--- src/sv/char_lcd_nibble_sequencer_unit_defines.svh ---
// assertion macros of the lcd nibble sequencer, used by the controller
`ifndef CHAR_LCD_NIBBLE_SEQUENCER_UNIT_DEFINES_SVH
`define CHAR_LCD_NIBBLE_SEQUENCER_UNIT_DEFINES_SVH

`ifndef SYNTHESIS
// property must hold at every edge outside reset
`define CLNS_ASSERT(label, prop) \
  label: assert property (@(posedge clk) disable iff (rst) (prop)) \
    else $error("clns assertion failed");
// condition must never be seen outside reset
`define CLNS_NEVER(label, cond) \
  label: assert property (@(posedge clk) disable iff (rst) !(cond)) \
    else $error("clns forbidden condition seen");
`else
`define CLNS_ASSERT(label, prop)
`define CLNS_NEVER(label, cond)
`endif

`endif

--- src/sv/clns_pkg.sv ---
// shared types, codes and constant tables of the lcd nibble sequencer
package clns_pkg;

  // request kinds
  typedef enum logic [1:0] {
    KIND_INIT = 2'd0,
    KIND_CMD  = 2'd1,
    KIND_CHAR = 2'd2,
    KIND_POS  = 2'd3
  } kind_t;

  // configuration register indexes
  localparam int unsigned CFG_IDX_W = 3;
  localparam logic [CFG_IDX_W-1:0] CFG_PULSE  = 3'd0;
  localparam logic [CFG_IDX_W-1:0] CFG_STROBE = 3'd1;
  localparam logic [CFG_IDX_W-1:0] CFG_SETTLE = 3'd2;
  localparam logic [CFG_IDX_W-1:0] CFG_POWER  = 3'd3;

  // register reset values
  localparam logic [9:0]  PULSE_RST  = 10'd10;
  localparam logic [15:0] STROBE_RST = 16'd1000;
  localparam logic [15:0] SETTLE_RST = 16'd2000;
  localparam logic [15:0] POWER_RST  = 16'd40000;

  // sequence lengths and fixed holds
  localparam int unsigned STEP_W = 5;
  localparam logic [STEP_W-1:0] LAST_INIT_STEP = 5'd28;
  localparam logic [STEP_W-1:0] LAST_BYTE_STEP = 5'd3;
  localparam logic [STEP_W-1:0] FIRST_CMD_STEP = 5'd9;
  localparam logic [STEP_W-1:0] FIRST_INIT_TWO = 5'd7;
  localparam logic [15:0] HOLD_FIRST_GAP = 16'd4500;
  localparam logic [15:0] HOLD_GAP       = 16'd150;
  localparam logic [15:0] HOLD_POS       = 16'd1000;
  localparam logic [3:0]  NIB_WAKE       = 4'h3;
  localparam logic [3:0]  NIB_FOUR_BIT   = 4'h2;
  localparam logic [7:0]  CMD_SET_ADDR   = 8'h80;

  // controller to datapath commands
  typedef struct packed {
    logic              capture;
    logic              load;
    logic [STEP_W-1:0] step;
  } clns_cmd_t;

  // datapath to controller status
  typedef struct packed {
    logic out_free;
    logic final_step;
  } clns_stat_t;

  // command bytes of the power-up sequence
  function automatic logic [7:0] init_cmd(input logic [2:0] idx);
    logic [7:0] c;
    unique case (idx)
      3'd0:    c = 8'h28;
      3'd1:    c = 8'h08;
      3'd2:    c = 8'h01;
      3'd3:    c = 8'h06;
      3'd4:    c = 8'h0C;
      default: c = 8'h00;
    endcase
    return c;
  endfunction

  // display ram base address of each row
  function automatic logic [7:0] row_base(input logic [1:0] r);
    logic [7:0] b;
    unique case (r)
      2'd0:    b = 8'h00;
      2'd1:    b = 8'h40;
      2'd2:    b = 8'h14;
      default: b = 8'h54;
    endcase
    return b;
  endfunction

endpackage

--- src/sv/clns_ctrl.sv ---
// controller: accepts a request and steps through its pin states
`include "char_lcd_nibble_sequencer_unit_defines.svh"
module clns_ctrl (
  input  logic                clk,
  input  logic                rst,
  input  logic                in_valid,
  output logic                in_stall,
  input  clns_pkg::clns_stat_t stat,
  output clns_pkg::clns_cmd_t  cmd
);

  typedef enum logic [1:0] {
    ST_IDLE = 2'b01,
    ST_RUN  = 2'b10
  } state_t;

  state_t                       state, state_next;
  logic [clns_pkg::STEP_W-1:0]  step, step_next;

  // command decode
  always_comb begin
    cmd.capture = (state == ST_IDLE) && in_valid;
    cmd.load    = (state == ST_RUN) && stat.out_free;
    cmd.step    = step;
  end

  assign in_stall = (state != ST_IDLE);

  // next state and step
  always_comb begin
    state_next = state;
    step_next  = step;
    unique case (state)
      ST_IDLE: begin
        if (in_valid) begin
          state_next = ST_RUN;
          step_next  = '0;
        end
      end
      ST_RUN: begin
        if (stat.out_free) begin
          step_next = step + 1'b1;
          if (stat.final_step) begin
            state_next = ST_IDLE;
          end
        end
      end
      default: begin
        state_next = ST_IDLE;
      end
    endcase
  end

  // state registers
  always_ff @(posedge clk) begin
    if (rst) begin
      state <= ST_IDLE;
      step  <= '0;
    end else begin
      state <= state_next;
      step  <= step_next;
    end
  end

  // checks
  `CLNS_ASSERT(a_capture_starts, cmd.capture |=> (state == ST_RUN) && (step == '0))
  `CLNS_ASSERT(a_final_ends, (cmd.load && stat.final_step) |=> (state == ST_IDLE))
  `CLNS_NEVER(a_no_load_idle, (state == ST_IDLE) && cmd.load)
  `CLNS_NEVER(a_step_range, (state == ST_RUN) && (step > clns_pkg::LAST_INIT_STEP))

endmodule

--- src/sv/clns_datapath.sv ---
// datapath: config registers, request capture, pin state build and output word
module clns_datapath (
  input  logic                            clk,
  input  logic                            rst,
  input  logic                            cfg_valid,
  input  logic [clns_pkg::CFG_IDX_W-1:0]  cfg_index,
  input  logic [15:0]                     cfg_data,
  input  logic [1:0]                      kind,
  input  logic [7:0]                      value,
  input  logic [5:0]                      column,
  input  logic [1:0]                      row,
  input  clns_pkg::clns_cmd_t              cmd,
  output clns_pkg::clns_stat_t             stat,
  output logic                            out_valid,
  input  logic                            out_stall,
  output logic                            register_select,
  output logic                            enable,
  output logic [3:0]                      nibble,
  output logic [15:0]                     hold_us,
  output logic                            last
);

  logic [9:0]       pulse_us;
  logic [15:0]      strobe_us, settle_us, power_wait_us;
  clns_pkg::kind_t  kind_q;
  logic [7:0]       byte_q;
  logic [7:0]       pos_sum;
  logic [15:0]      pulse_ext;
  logic [4:0]       offs;
  logic [7:0]       icmd;
  logic [7:0]       cur_byte;
  logic [1:0]       phase;
  logic             r_en;
  logic [3:0]       r_nib;
  logic [15:0]      r_hold;
  logic             r_last;

  // configuration registers
  always_ff @(posedge clk) begin
    if (rst) begin
      pulse_us      <= clns_pkg::PULSE_RST;
      strobe_us     <= clns_pkg::STROBE_RST;
      settle_us     <= clns_pkg::SETTLE_RST;
      power_wait_us <= clns_pkg::POWER_RST;
    end else if (cfg_valid) begin
      unique case (cfg_index)
        clns_pkg::CFG_PULSE:  pulse_us      <= cfg_data[9:0];
        clns_pkg::CFG_STROBE: strobe_us     <= cfg_data;
        clns_pkg::CFG_SETTLE: settle_us     <= cfg_data;
        clns_pkg::CFG_POWER:  power_wait_us <= cfg_data;
        default: ;
      endcase
    end
  end

  // request capture, cursor address formed here
  assign pos_sum = clns_pkg::row_base(row) + {2'b00, column};

  always_ff @(posedge clk) begin
    if (cmd.capture) begin
      kind_q <= clns_pkg::kind_t'(kind);
      if (clns_pkg::kind_t'(kind) == clns_pkg::KIND_POS) begin
        byte_q <= clns_pkg::CMD_SET_ADDR | {1'b0, pos_sum[6:0]};
      end else begin
        byte_q <= value;
      end
    end
  end

  // pin state for the current step
  assign pulse_ext = {6'd0, pulse_us};
  assign offs      = cmd.step - clns_pkg::FIRST_CMD_STEP;
  assign icmd      = clns_pkg::init_cmd(offs[4:2]);
  assign cur_byte  = (kind_q == clns_pkg::KIND_INIT) ? icmd : byte_q;
  assign phase     = (kind_q == clns_pkg::KIND_INIT) ? offs[1:0] : cmd.step[1:0];

  always_comb begin
    r_en   = ~phase[0];
    r_nib  = phase[1] ? cur_byte[3:0] : cur_byte[7:4];
    r_hold = pulse_ext;
    r_last = (cmd.step == clns_pkg::LAST_BYTE_STEP);
    unique case (kind_q)
      clns_pkg::KIND_INIT: begin
        r_last = (cmd.step == clns_pkg::LAST_INIT_STEP);
        priority if (cmd.step == '0) begin
          r_en   = 1'b0;
          r_nib  = 4'h0;
          r_hold = power_wait_us;
        end else if (cmd.step < clns_pkg::FIRST_CMD_STEP) begin
          // wake-up nibbles, strobe on odd steps
          r_en  = cmd.step[0];
          r_nib = (cmd.step >= clns_pkg::FIRST_INIT_TWO) ? clns_pkg::NIB_FOUR_BIT
                                                         : clns_pkg::NIB_WAKE;
          if (cmd.step[0]) begin
            r_hold = pulse_ext;
          end else if (cmd.step == 5'd2) begin
            r_hold = clns_pkg::HOLD_FIRST_GAP;
          end else begin
            r_hold = clns_pkg::HOLD_GAP;
          end
        end else begin
          r_hold = (phase == 2'd3) ? 16'd0 : pulse_ext;
        end
      end
      clns_pkg::KIND_CMD: begin
        r_hold = (phase == 2'd3) ? settle_us : pulse_ext;
      end
      clns_pkg::KIND_CHAR: begin
        unique case (phase)
          2'd1:    r_hold = 16'd0;
          2'd3:    r_hold = settle_us;
          default: r_hold = strobe_us;
        endcase
      end
      clns_pkg::KIND_POS: begin
        r_hold = (phase == 2'd3) ? clns_pkg::HOLD_POS : pulse_ext;
      end
      default: ;
    endcase
  end

  // status back to the controller
  assign stat.out_free   = !out_valid || !out_stall;
  assign stat.final_step = r_last;

  // output word register
  always_ff @(posedge clk) begin
    if (rst) begin
      out_valid <= 1'b0;
    end else if (cmd.load) begin
      out_valid <= 1'b1;
    end else if (!out_stall) begin
      out_valid <= 1'b0;
    end
  end

  always_ff @(posedge clk) begin
    if (cmd.load) begin
      register_select <= (kind_q == clns_pkg::KIND_CHAR);
      enable          <= r_en;
      nibble          <= r_nib;
      hold_us         <= r_hold;
      last            <= r_last;
    end
  end

endmodule

--- src/sv/char_lcd_nibble_sequencer_unit.sv ---
// top level of the character lcd 4-bit nibble sequencer
//
//  channel | handshake          | words
//  --------+--------------------+------------------------------------------
//  in      | in_valid/in_stall  | kind, value, column, row
//  out     | out_valid/out_stall| register_select, enable, nibble, hold_us, last
//  cfg     | cfg_valid/cfg_ready| cfg_index, cfg_data
//
// a request is captured, then the step counter in the controller paces out
// its pin state words one per cycle while the output register is free:
// four words for kinds 1 to 3, twenty-nine words for initialise.
// output stalls hold the step counter; the next request is taken as soon
// as the final word of the previous one sits in the output register.
// synchronous reset restores the timing registers; cfg_ready is always high.
module char_lcd_nibble_sequencer_unit (
  input  logic                           clk,
  input  logic                           rst,
  input  logic                           cfg_valid,
  output logic                           cfg_ready,
  input  logic [clns_pkg::CFG_IDX_W-1:0] cfg_index,
  input  logic [15:0]                    cfg_data,
  input  logic                           in_valid,
  output logic                           in_stall,
  input  logic [1:0]                     kind,
  input  logic [7:0]                     value,
  input  logic [5:0]                     column,
  input  logic [1:0]                     row,
  output logic                           out_valid,
  input  logic                           out_stall,
  output logic                           register_select,
  output logic                           enable,
  output logic [3:0]                     nibble,
  output logic [15:0]                    hold_us,
  output logic                           last
);

  clns_pkg::clns_cmd_t  cmd;
  clns_pkg::clns_stat_t stat;

  assign cfg_ready = 1'b1;

  // sequencing control
  clns_ctrl u_ctrl (
    .clk      (clk),
    .rst      (rst),
    .in_valid (in_valid),
    .in_stall (in_stall),
    .stat     (stat),
    .cmd      (cmd)
  );

  // registers and pin state datapath
  clns_datapath u_dp (
    .clk             (clk),
    .rst             (rst),
    .cfg_valid       (cfg_valid),
    .cfg_index       (cfg_index),
    .cfg_data        (cfg_data),
    .kind            (kind),
    .value           (value),
    .column          (column),
    .row             (row),
    .cmd             (cmd),
    .stat            (stat),
    .out_valid       (out_valid),
    .out_stall       (out_stall),
    .register_select (register_select),
    .enable          (enable),
    .nibble          (nibble),
    .hold_us         (hold_us),
    .last            (last)
  );

endmodule

--- config.mk ---
export PLATFORM = sky130hd
export DESIGN_NAME = char_lcd_nibble_sequencer_unit
export DESIGN_NICKNAME = d
export VERILOG_FILES = /design/src/sv/clns_pkg.sv /design/src/sv/clns_ctrl.sv /design/src/sv/clns_datapath.sv /design/src/sv/char_lcd_nibble_sequencer_unit.sv
export VERILOG_INCLUDE_DIRS = /design/src /design/src/sv
export SDC_FILE = /design/constraint.sdc
export NUM_CORES = 1
export LEC_CHECK = 0
export BUFFER_PORTS_ARGS = -buffer_cell sky130_fd_sc_hd__buf_2
export CAP_MARGIN = 10
export CORE_ASPECT_RATIO = 1.4
export CORE_UTILIZATION = 30
export CTS_CLUSTER_SIZE = 10
export DETAILED_ROUTE_END_ITERATION = 6
export PLACE_DENSITY = 0.51
export SYNTH_ARGS = -nofsm -noshare
export SYNTH_HDL_FRONTEND = slang
export SYNTH_SLANG_ARGS = --single-unit
--- constraint.sdc ---
create_clock -name clk -period 2.8 [get_ports clk]
set_clock_uncertainty 0.05 [all_clocks]
set_input_delay 0.84 -clock clk [delete_from_list [all_inputs] [get_ports clk]]
set_output_delay 0.84 -clock clk [all_outputs]
set_load 0.005 [all_outputs]
==> flow_metrics.py, run 1 <==
metrics = {
    "outcome": {
        "status": "complete, no violations",
    },
    "setup_path": {
        "critPathRequiredTime_ns": 2.86,
        "cp-end-kind": "flip-flop",
        "cp-start-kind": "flip-flop",
        "cp.arrival_ns": 2.34,
        "cp_max_fo": 4,
        "cp_cell_sequence": "inv_1 -> ha_1 -> or4_4 -> o2bb2ai_1 -> a22o_1 -> a211o_1",
        "cp_slowest_stage_delay_ns": 0.55,
        "worstSetupPathType": "reg2reg",
        "worst_path_max_delay_cell": "or4_4",
    },
    "place": {
        "placed_cell_area_mm2": 0.00533,
        "hpwl_um": 9760,
        "numPortBuffers": 66,
        "gp_congestion": 0.819,
        "place_inst": 777,
    },
    "cells_and_area": {
        "fin_area_mm2": 0.00562,
        "nFillCells": 1553,
        "area_growth_pct": 18.8,
        "final_cells": 793,
        "n_antenna_cell": 0,
        "seqCellArea_mm2": 0.00231,
        "final_layout_size_suffix_gt1_share_pct": 20.0,
        "multiInputGateArea_mm2": 0.00222,
        "final_nets": 645,
    },
    "job": {
        "drv.max_cap_violation_count": 0,
    },
    "sta": {
        "setup_viol": 0,
        "worstMarginPinSlew_ns": 0.757,
        "slew-limit-headroom_pct": 49.5,
        "fin_setup_tns_ns": 0,
        "fmax_mhz": 438,
        "finalCritPeriodShare_pct": 81.5,
        "slew_violations": 0,
        "timing.final.crit_period_ns": 2.28,
        "finalHoldViolCount": 0,
        "rsz0062_at_grt": "false",
    },
    "clock_tree": {
        "root_buffer": "clkbuf_16",
        "tritoncts": "done",
        "clock_latency_ns": 0.35,
        "cts_sinks": 99,
        "cts_made_buffers": 9,
        "cts.clk_slew.worst_paths_ns": 0.08,
        "htree_num_levels": 3,
        "cts_setup_buffers": 0,
        "hold_buffers": 0,
        "cts_buffer_depth": 2,
        "cts_resized": 0,
    },
    "floorplanning": {
        "io_pins": 68,
        "dieArea_mm2": 0.0163,
        "coreArea_mm2": 0.0152,
        "die_height_um": 151,
        "die_w_um": 108,
        "num_rows": 53,
        "start_util_pct": 31.1,
    },
    "drt": {
        "via_count": 4109,
        "firstDrtPassIters": 5,
        "finalWirelength_um": 13800,
        "postRouteAntennaNets": 0,
        "wl_per_cell_um": 17.5,
        "drc_errors": 0,
        "via_per_inst": 5.18,
        "drt_iter0_drc": 264,
    },
    "pwr": {
        "swShare_pct": 26.1,
        "p_switching_uw": 804,
        "powerDensity_mw_per_mm2": 549,
        "clkPwrFrac_pct": 39.9,
        "p_leak_uw": 0.00215,
        "ir_worst_vdd_uv": 291,
        "p_int_uw": 2280,
        "seq_power_share_pct": 50.3,
        "power_uw": 3090,
        "power_frac_comb_pct": 9.8,
    },
    "yosys": {
        "yosysUniqueCellTypes": 64,
        "ys_ff_latch": 99,
        "ys_seq_area_share_pct": 48.9,
        "syn_avg_cell_area_um2": 8.84,
        "synthArstFlopShare_pct": 0,
        "synth_ff_type": "dfxtp_1",
        "yosys_warnings": 0,
        "netlist_area_mm2": 0.00473,
        "netlist_instances": 535,
        "synth_edf_count": 33,
        "synth.net_count": 584,
    },
    "global_routing": {
        "grt_pass1_wl_um": 21700,
        "grt_max_degree": 35,
        "antenna_found_initial": 0,
        "grt-ovfl-total": 0,
        "grt_pass1_vias": 4045,
        "grt_usage_pct": 18.0,
    },
    "hold_path": {
        "min_path_type": "reg2reg",
    },
}
-- placed cells by master, fill, tap and decap left out, drive strengths merged, types with 4 or more instances in the layout --
master,instances
a21oi,57
a221o,6
a22oi,7
a32oi,5
and2,5
buf,89
clkbuf,9
dfxtp,66
edfxtp,33
ha,7
inv,15
mux2,5
mux2i,4
nand2,146
nand2b,7
nand3b,22
nor2,13
nor2b,4
o211ai,5
o21ai,27
o22ai,4
or3,4
xnor2,7
-- cell usage after synthesis (all sizes together) (5+ instances only) --
library cell	number	area (µm²)
and2	5	31.3
o211ai	5	37.5
buf	12	67.6
nand2	146	548
inv	9	33.8
nor2	13	48.8
a22oi	7	52.6
a221o	6	60.1
xnor2	7	61.3
a21oi	57	285
mux2	5	56.3
o21ai	27	135
edfxtp	33	991
ha	7	87.6
dfxtp	66	1320
a32oi	5	43.8
nand2b	7	43.8
nand3b	22	165
clkbuf	27	101
-- final timing paths --
path | from | depth (start not counted) | endpoint | slack [ns]
min reg2reg | u_dp.power_wait_us[13] | 2 | u_dp.power_wait_us[13] | 0.41
min | u_dp.power_wait_us[13] | 2 | u_dp.power_wait_us[13] | 0.41
max | u_ctrl.step[1] | 6 | u_dp.hold_us[4] | 0.52
max reg2reg | u_ctrl.step[1] | 6 | u_dp.hold_us[4] | 0.52
-- cells by family after synthesis --
group	after synthesis	share of synthesized area, %
mux	9	2.04
xor+xnor	8	1.48
fa+ha+maj	7	1.85
simple gates	223	22.6
compound gates	140	18.7
flops	99	48.9
other cells	1	0.0793
buf+inv	48	4.29
-- worst max-delay path: cells and delay by family, from the launching register on --
kind	cells	cell delay, ns
AOI/OAI and AO/OA	3	0.71
DFF	1	0.34
buffers and inverters	1	0.07
and+or+nand+nor	1	0.55
adders and majority gates	1	0.32
-- layer usage --
metal | GRT usage (%) | up-vias | share of wire (%)
met5 | 0 | - | 0
met4 | 7.88 | 0 | 2.6
met1 | 20.4 | 1977 | 41
met3 | 2.81 | 21 | 3.2
met2 | 32.7 | 101 | 53
li1 | - | 2010 | -
-- power groups by stage --
stage               logic (µW)  clock network (µW)  registers, µW
floorplan                  182                   0           1580
global placement           297                   0           1590
detailed placement         304                   0           1590
CTS                        305                1250           1550
global route               334                1300           1560
finish                     301                1230           1550
-- per-stage QoR --
stage               hold WS (ns)  worst slack [ns]  utilization (%)
CTS                        0.411             0.509             37.0
floorplan                  0.382            0.0929                -
global placement           0.393             0.552             35.1
global route               0.428             0.420             37.0
finish                     0.412             0.518             37.0
detailed placement         0.400             0.529             35.1
-- flip-flops by register name, summed over array words and instances (netlist names), 2 cells and up --
| name | count |
|---|---|
| u_dp.hold_us | 16 |
| u_dp.power_wait_us | 16 |
| u_dp.settle_us | 16 |
| u_dp.strobe_us | 16 |
| u_dp.pulse_us | 10 |
| u_dp.byte_q | 8 |
| u_ctrl.step | 5 |
| u_dp.nibble | 4 |
| u_ctrl.state | 2 |
| u_dp.kind_q | 2 |
-- cell type report --
| type | instances | share of cell area [%] |
|---|---|---|
| sequential | 99 | 41.1 |
| clock buffer | 9 | 4.01 |
| timing repair buffer | 89 | 9.39 |
| inverter | 9 | 0.601 |
| multi-input combinational | 388 | 39.5 |
| clock inverter | 7 | 1.11 |
| tap | 192 | 4.27 |
Note: power is estimated with default switching activity, not from simulation.
==> run 2: changes to the inputs <==
==> constraint.sdc (replaced) <==
create_clock -name clk -period 2 [get_ports clk]
set_clock_uncertainty 0.05 [all_clocks]
set_input_delay 0.6 -clock clk [delete_from_list [all_inputs] [get_ports clk]]
set_output_delay 0.6 -clock clk [all_outputs]
set_load 0.005 [all_outputs]
==> run 2 against run 1 <==
  * The run now ends with negative setup slack left
  * Non-clock buffer count increased by 26
  * Cell area up 5.0%
  * Via count up 2.4%
  * Maximum frequency increased by 11%
  * Combinational power increased by 51%
  * Routed wire length rose by 0.30%
  * Largest cell class unchanged
  * Highest routed layer unchanged
==> flow_metrics.py, run 2 (synthesis gave the netlist of run 1 again) <==
metrics = {
    "place": {
        "pre_cts_slack_ns": -0.0665,
        "placed_cell_area_mm2": 0.00557,
        "hpwl_um": 10100,
        "gp_congestion": 0.805,
        "numPortBuffers": 66,
    },
    "sta": {
        "worst_slack_ns": -0.0519,
        "worstMarginPinSlew_ns": 0.544,
        "finalHoldViolCount": 0,
        "fmax_mhz": 487,
        "holdWs_ns": 0.408,
        "slew_violations": 0,
        "finalCritPeriodShare_pct": 103,
        "slew-limit-headroom_pct": 63.6,
        "rsz0062_at_grt": "true",
        "timing.final.crit_period_ns": 2.05,
        "setup_viol": 6,
    },
    "outcome": {
        "violations": "negative setup slack",
        "status": "finished, violations left",
    },
    "cells_and_area": {
        "fin_area_mm2": 0.00590,
        "final_nets": 671,
        "final_core_util_pct": 38.9,
        "final_layout_size_suffix_gt1_share_pct": 24.6,
        "n_antenna_cell": 0,
        "final_common_cell": "nand2_1",
        "final_cell_mix": "nand2_1 (144), buf_2 (66), dfxtp_1 (64)",
        "area_growth_pct": 24.8,
    },
    "drt": {
        "firstDrtPassIters": 4,
        "via_per_inst": 5.14,
        "drc_errors": 0,
        "wl_met1_um": 5890,
        "finalWirelength_um": 13900,
        "top_layer_used": "met4",
        "via_count": 4207,
        "wl_met2_um": 7300,
        "wl_per_cell_um": 17.0,
        "postRouteAntennaNets": 0,
        "wl_met3_um": 533,
        "drt_iter0_drc": 206,
    },
    "pwr": {
        "powerDensity_mw_per_mm2": 741,
        "power_uw": 4370,
        "ir_worst_vdd_uv": 339,
        "p_leak_uw": 0.00229,
    },
    "clock_tree": {
        "hold_buffers": 0,
        "clock_latency_ns": 0.35,
        "cts_buffer_depth": 2,
        "root_buffer": "clkbuf_16",
        "cts.clk_slew.worst_paths_ns": 0.07,
        "tritoncts": "done",
        "htree_num_levels": 3,
        "cts_sinks": 99,
        "cts_made_buffers": 9,
    },
    "setup_path": {
        "critPathRequiredTime_ns": 2.05,
        "r2r_end": "u_dp.hold_us[4]",
        "cp_max_fo": 3,
        "rrSetupSlack_ns": -0.05,
        "worstSetupPathType": "reg2reg",
        "rr_worst_depth": 6,
        "cp-end-kind": "flip-flop",
        "cp-start-kind": "flip-flop",
        "cp.arrival_ns": 2.11,
        "reg2reg_from": "u_ctrl.step[1]",
    },
    "global_routing": {
        "grt_pass1_vias": 4059,
        "antenna_found_initial": 0,
        "grt_pass1_wl_um": 21700,
        "grt_usage_pct": 17.7,
        "grt_max_degree": 31,
        "grt-ovfl-total": 0,
    },
    "floorplanning": {
        "io_pins": 68,
        "die_height_um": 151,
        "dieArea_mm2": 0.0163,
        "num_rows": 53,
        "start_util_pct": 31.1,
        "die_w_um": 108,
        "coreArea_mm2": 0.0152,
    },
    "hold_path": {
        "min-delay-start": "u_dp.strobe_us[13]",
        "hold_end": "u_dp.strobe_us[13]",
        "worstHoldPathCells": 2,
        "min_path_type": "reg2reg",
    },
    "job": {
        "drv.max_cap_violation_count": 0,
    },
}
## run 2: changes by cell type in the layout (fill, tap and decap cells not counted), moves of 2 or more
cell and delta:
buf_4 +24, inv_8 -2, clkbuf_1 +3, o21ai_1 +2, nand2_2 +2, inv_6 -4
dfxtp_2 +2, o21ai_0 -2, buf_12 +2, nand2_1 -2, dfxtp_1 -2, inv_1 -2
inv_4 +2
## run 2: area by class of cell
| type | count | area (µm²) |
|---|---|---|
| Fill cell | 1554 | 9280 |
| Sequential cell | 99 | 2310 |
| Multi-Input combinational cell | 388 | 2280 |
| Timing Repair Buffer | 115 | 748 |
| Tap cell | 192 | 240 |
| Clock buffer | 12 | 236 |
| Clock inverter | 4 | 50.0 |
| Inverter | 9 | 36.3 |
## run 2: critical path, stage by stage, from the launching register on
cell       delay (ns)
dfxtp_2          0.36
inv_4            0.04
ha_4             0.20
or4_4            0.54
o2bb2ai_4        0.14
a22o_1           0.20
a211o_1          0.26
## run 2: worst max-delay path by stage
stage / cells past startpoint / from / to / slack (ns)
after floorplan: 8 / u_ctrl.step[1] / u_dp.hold_us[4] / -0.26
after global placement: 6 / u_ctrl.step[0] / u_dp.hold_us[4] / -0.06
after detailed placement: 6 / u_ctrl.step[0] / u_dp.hold_us[4] / -0.07
after CTS: 6 / u_ctrl.step[1] / u_dp.hold_us[4] / -0.06
after global routing: 6 / u_ctrl.step[0] / u_dp.hold_us[4] / -0.12
final: 6 / u_ctrl.step[1] / u_dp.hold_us[4] / -0.05
## run 2: stage by stage
step,TNS (ns),cells
after floorplan,-1.60,535
after global placement,-0.285,800
after detailed placement,-0.467,800
after CTS,-0.250,816
after global routing,-0.541,819
final,-0.203,819
## run 2: where the power goes
group          switching [µW]  leakage, µW  internal (µW)
Clock                     765     0.000141            974
Sequential               35.8     0.000849           2140
Combinational             252      0.00130            202
Total                    1050      0.00229           3320
## run 2: layer usage
| metal | global-route usage, % | up-vias |
|---|---|---|
| li1 | - | 2078 |
| met1 | 21.4 | 2018 |
| met2 | 31.6 | 100 |
| met3 | 3.07 | 11 |
| met4 | 5.34 | 0 |
| met5 | 0 | - |
## run 2: timing repair
item / in CTS / in global routing
setup endpoints to repair: 14 / 18
setup buffers: 0 / 3
cloned: 0 / 0
pin swaps: 2 / 3
resized for setup: 1 / 7
endpoints found under the hold margin: 0 / 0
